**src/mcw_pkg.sv**
```systemverilog
`timescale 1ns / 1ps

package mcw_pkg;

    localparam int SYM_W   = 8;
    localparam int SYM_NUM = 256;
    localparam int MISS_W  = 9;

    localparam logic [1:0] OP_CLEAR = 2'd0;
    localparam logic [1:0] OP_PAT   = 2'd1;
    localparam logic [1:0] OP_TEXT  = 2'd2;
    localparam logic [1:0] OP_END   = 2'd3;

    typedef struct packed {
        logic             rd_en;
        logic [SYM_W-1:0] rd_addr;
        logic             wr_en;
        logic [SYM_W-1:0] wr_addr;
        logic             wr_pat;
        logic             clr;
    } mcw_cnt_ctl_t;

endpackage

```
**src/mcw_count_mem.sv**
```systemverilog
`timescale 1ns / 1ps

module mcw_count_mem #(
    parameter int NEED_W = 14
) (
    input  logic                        clk,
    input  logic                        rst_n,
    input  mcw_pkg::mcw_cnt_ctl_t       ctl,
    input  logic signed [NEED_W-1:0]    wr_need,
    output logic signed [NEED_W-1:0]    rd_need,
    output logic                        rd_pat
);
    import mcw_pkg::*;

    logic [NEED_W:0]      mem [SYM_NUM];
    logic [NEED_W:0]      rd_data_reg;
    logic                 rd_valid_reg;
    logic [SYM_NUM-1:0]   valid_reg;
    logic [SYM_NUM-1:0]   valid_next;

    // entries never written since clear read as zero
    always_comb
    begin
        valid_next = valid_reg;
        if (ctl.clr)
        begin
            valid_next = '0;
        end
        else if (ctl.wr_en)
        begin
            valid_next[ctl.wr_addr] = 1'b1;
        end
    end

    always_ff @(posedge clk or negedge rst_n)
    begin
        if (!rst_n)
        begin
            valid_reg    <= '0;
            rd_valid_reg <= 1'b0;
        end
        else
        begin
            valid_reg <= valid_next;
            if (ctl.rd_en)
            begin
                rd_valid_reg <= valid_reg[ctl.rd_addr];
            end
        end
    end

    always_ff @(posedge clk)
    begin
        if (ctl.wr_en)
        begin
            mem[ctl.wr_addr] <= {ctl.wr_pat, wr_need};
        end
        if (ctl.rd_en)
        begin
            rd_data_reg <= mem[ctl.rd_addr];
        end
    end

    assign rd_pat  = rd_valid_reg & rd_data_reg[NEED_W];
    assign rd_need = rd_valid_reg ? signed'(rd_data_reg[NEED_W-1:0]) : '0;

endmodule

```
**config.mk**
```make
export PLATFORM = sky130hd
export DESIGN_NAME = mcw_count_mem
export DESIGN_NICKNAME = d
export VERILOG_FILES = /design/src/mcw_pkg.sv /design/src/mcw_count_mem.sv
export SDC_FILE = /design/constraint.sdc
export NUM_CORES = 2
export LEC_CHECK = 0
export BUFFER_PORTS_ARGS = -buffer_cell sky130_fd_sc_hd__buf_4
export CAP_MARGIN = 20
export CORE_MARGIN = 2
export CORE_UTILIZATION = 46
export DETAILED_ROUTE_END_ITERATION = 10
export PLACE_DENSITY = 0.61
export SYNTH_ARGS = -nofsm -noshare
export SYNTH_HDL_FRONTEND = slang
export SYNTH_SLANG_ARGS = --single-unit
```
**constraint.sdc**
```tcl
create_clock -name clk -period 3.1 [get_ports clk]
set_clock_uncertainty 0.15 [all_clocks]
set_input_delay 0.62 -clock clk [delete_from_list [all_inputs] [get_ports clk]]
set_output_delay 0.62 -clock clk [all_outputs]
set_load 0.05 [all_outputs]
```
# Word-level counts from Yosys, hierarchy flattened
# Memory sizes are Yosys's and may differ from the RTL's. A register that Yosys moved wholly into a read port is not among the register bits.
# Index checks and enable logic that the tools add are counted.
# word_totals
register_bits,257
mem_bits_rw,3840
inputBits,36
wordCells,19
mem_count,1
# memory_table
name,words,word_bits,rd,rd_ports_with_merged_regs,wr,line,rtl
mem,256,15,1,1,1,mcw_count_mem.sv:15,logic [NEED_W:0] mem [SYM_NUM];
# classes
order_cmp,3
muxes,9
bitwise,2
n_reduce_logical,2
# op_table
operator,n
two-way mux 256 bit,2
bitwise OR 256 bit,1
< comparator 8 x 9 -> 1 bit (second input constant),2
two-way mux 14 bit,1
binary-select mux 1 bit (select 8 bit),1
demux 1 bit (select 8 bit),1
>= comparator 8 x 1 -> 1 bit (second input constant),1
two-way mux 1 bit,4
nonzero test 2 bit,1
AND 1 bit,1
logical AND 1 bit,1

# Depth between registers and ports, before layout
# depth
depth_word,7
mapped_depth,12

# Worst setup path before layout
# Ideal clock, no wire load.
# synth_timing
kind,input-to-reg
from,input ctl[11] in the netlist's numbering
to,"register rd_data_reg[10] (read register of mem), data pin"
setup_time_ns,0.267
arrival_time_ns,2.818
required_ns,2.683
path_slack_ns,-0.135
stages,10
path_buffers,5
cell_sequence,buf_2 buf_4 buf_2 buf_2 buf_2 mux4_2 a221oi_1 o22ai_1 o21ai_0 nand4_1
# synth_lines
item,line,rtl
from (decl),mcw_count_mem.sv:8,"input mcw_pkg::mcw_cnt_ctl_t ctl,"
to (decl),mcw_count_mem.sv:16,logic [NEED_W:0] rd_data_reg;

# Final worst setup path
# layout_timing
from,register rd_valid_reg
to,output rd_need[2]
# layout_between
elab_chain_len,1
# layout_rtl
item,line,rtl
from (decl),mcw_count_mem.sv:17,logic rd_valid_reg;
from (signal assigned),mcw_count_mem.sv:47,rd_valid_reg <= valid_reg[ctl.rd_addr];
two-way mux 14 bit,mcw_count_mem.sv:65,assign rd_need = rd_valid_reg ? signed'(rd_data_reg[NEED_W-1:0]) : '0;
to (decl),mcw_count_mem.sv:10,"output logic signed [NEED_W-1:0] rd_need,"
# No other way between the ends.

==> results.yml <==
sta:
  min_period_over_period_pct: 100.6
  tightest_slew_ns: 1.075
  rsz0062_at_grt: "no"
  slew_headroom_pct: 28.34
  drv_slew: 0
  setup-tns-final_ns: -0.01812
  max_freq_mhz: 320.7
  fin_hold_ws_ns: 0.05145
  hold_viol_final: 0
  setup_ws_ns: -0.01812
  setup_viol: 1
  fin_crit_ns: 3.118
clock_tree:
  clockBufferDepth: 4
  htree_levels: 5
  post_cts_buffers: 0
  cts_tree: "built"
  cts.reportedPaths.clkPinSlew_ns: 0.07
  insertion_delay_ns: 1.00
  numCtsBuffers: 417
  cts-root-buf: "clkbuf_16"
  clock_sinks: 4112
route:
  drtAntennaViolNets: 0
  drt_pass1_iterations: 8
  routed_wl_um: 423300
  drt_iter0_drc: 10070
  drc_errors: 0
  viasPerCell: 6.119
  vias: 80420
  drt-wirelength-per-cell_um: 32.20
worst_setup_path:
  path_buf_inv: 1
  reg2reg_from: "mem[82][5]"
  cp_max_fo: 16
  path_cells: "and2_1, buf_4"
  crit_type: "reg2out"
  crit_slowest_cell: "dfrtp_2"
  cp_slowest_stage_delay_ns: 0.64
  critical_path.top_delay_family: "flip-flops"
  crit_path_end_kind: "output pin"
  startpoint: "rd_valid_reg"
  start_kind: "flip-flop"
  worstPathRequired_ns: 2.33
  cp.arrival_ns: 2.35
global_routing:
  grt_pass1_vias: 81170
  grt_pass1_wl_um: 603100
  grt_antenna_before_repair: 23
  grt_max_degree: 112
  overflow: 0
  grt_usage_pct: 24.31
power_and_ir_drop:
  p_total_mw: 117.5
  power.density_nw_per_um2: 633.6
  switchingPower_mw: 25.22
  p_sw_share_pct: 21.46
  power_frac_comb_pct: 5.6
  p_int_mw: 92.31
  p_clk_share_pct: 42.6
  power_frac_seq_pct: 51.8
  ir_drop_v: 0.0004793
  leakage_nw: 60.54
cells_and_area:
  nNetsFinal: 8273
  drive_gt1_share_pct: 31.91
  final_cell_mix: "edfxtp_1, mux4_2, buf_4"
  final_common_cell: "edfxtp_1"
  largest_reg_flops: 3840
  final-seq-area_sq_um: 122200
  num-fill-cells: 25480
  syn2layout_area_growth_pct: 18.47
  multi_input_area_sq_um: 32640
floorplanning:
  core_area_sq_um: 339200
  initial_core_util_pct: 46.16
  fp-row-count: 214
  die_x_um: 587.5
  die_h_um: 587.5
  dieArea_sq_um: 345100
  ios: 51
hold_path:
  worstHoldStart: "wr_need[5]"
  hold_class: "in2reg"
logic_synthesis:
  avgSynthCellArea_sq_um: 21.74
  syn_area_sq_um: 156600
  synth_simple_gate_area_share_pct: 2.209
  ys.flop_type: "edfxtp_1"
  synth_fa_ha_area_share_pct: 0
  synthXorXnorAreaFrac_pct: 0
  synth_mux_area_share_pct: 14.77
  synth_top_family_by_area: "multiplexers"
  syn_nets: 7238
  synth.distinct_cells: 44
  synth_warnings: 0
  ys_ff_latch: 4112
  syn_inst: 7202
  synth-compound-area-share_pct: 3.747
  seq_area_frac_synth_pct: 78.03
  synth-async-reset-ratio_pct: 6.250
  synth_edf_count: 3855
placement:
  place_ws_ns: -1.248
  gp_congestion: 0.8752
  io_buffers: 50
  dp_hpwl_um: 265800
outcome:
  violations: "negative setup slack"
  status: "finished, violations left"
flow_run:
  max_cap_viol_count: 0
-- power by group through the flow --
stage          Clock (mW)  Sequential (mW)  Combinational, mW
4_1_cts              50.8             60.9               6.61
6_report             50.1             60.9               6.59
5_1_grt              52.9             60.9               6.88
3_3_place_gp            0             62.0               6.48
2_1_floorplan           0             62.0               2.88
3_5_place_dp            0             62.1               6.57
-- layer usage --
metal	GRT usage (%)	routed length, um	up-vias
met5	0	0	-
met1	35.07	171500	43470
met4	7.831	14310	0
met2	38.59	202800	3803
met3	3.478	34640	612
li1	-	-	32540
-- final cells by class --
cell class                      instances  area share (%)
Sequential cell                      4112           65.87
Inverter                                5         0.01012
Multi-Input combinational cell       2637           17.59
Clock inverter                        227           1.274
Clock buffer                          553           6.085
Tap cell                             4536           3.059
Antenna cell                            9         0.01214
Timing Repair Buffer                 1064           6.096
-- timing repair --
| action | in CTS | in global routing |
|---|---|---|
| gates cloned | 0 | 0 |
| hold buffers | 15 | 0 |
| endpoints found under the setup margin | 19 | 4 |
| resized for setup | 16 | 5 |
| hold endpoints to repair | 495 | 0 |
-- stage by stage --
| step | utilization [%] | instances | area (sq um) |
|---|---|---|---|
| 3_5_place_dp | 50.59 | 12340 | 171600 |
| 5_1_grt | 54.68 | 13140 | 185500 |
| 2_1_floorplan | - | 7202 | 156800 |
| 4_1_cts | 54.67 | 13130 | 185500 |
| 6_report | 54.68 | 13140 | 185500 |
| 3_3_place_gp | 50.59 | 12340 | 171600 |
-- path summary, 6_finish.rpt --
path                       cells past startpoint  slack, ns        endpoint
min                                            1       0.05      mem[89][5]
max in group asynchronous                      3       1.63   valid_reg[88]
max                                            2      -0.02      rd_need[2]
max reg2reg                                    7       0.13  rd_data_reg[5]
min reg2reg                                    2       0.34   valid_reg[43]
min in group asynchronous                      2       0.16  valid_reg[230]
-- logic make-up after synthesis --
kind of cell,Yosys count
buffers and inverters,453
and+or+nand+nor,860
DFF,4112
AOI/OAI and AO/OA,730
muxes,1047
-- synthesized netlist by cell type (all sizes together), types with 3 or more instances --
master,count,area share [%]
edfxtp,3855,74
mux4,1011,15
nor2,719,1.7
clkbuf,292,0.70
dfrtp,257,4.1
a22o,241,1.3
a221oi,240,1.3
buf,156,0.53
o22ai,125,0.50
o21ai,63,0.20
nand2,34,0.081
mux2i,33,0.21
o21ba,30,0.19
nand3,29,0.093
nand4,25,0.10
and2,17,0.068
nor2b,13,0.052
o221ai,10,0.056
nor3,7,0.022
inv,5,0.012
a211oi,4,0.019
a22oi,4,0.019
nand2b,4,0.016
a2111oi,3,0.021
a21oi,3,0.0096
mux2,3,0.022
nor4,3,0.012
-- worst reg2reg max path, stage by stage (launching register included) --
cell and delay [ns]:
edfxtp_1 0.39, mux4_2 0.49, a22o_1 0.32, a221oi_1 0.42
o22ai_1 0.28, o21ai_2 0.41, buf_4 0.18, nand4_1 0.10
No activity file was read; power rests on OpenSTA's default activity.
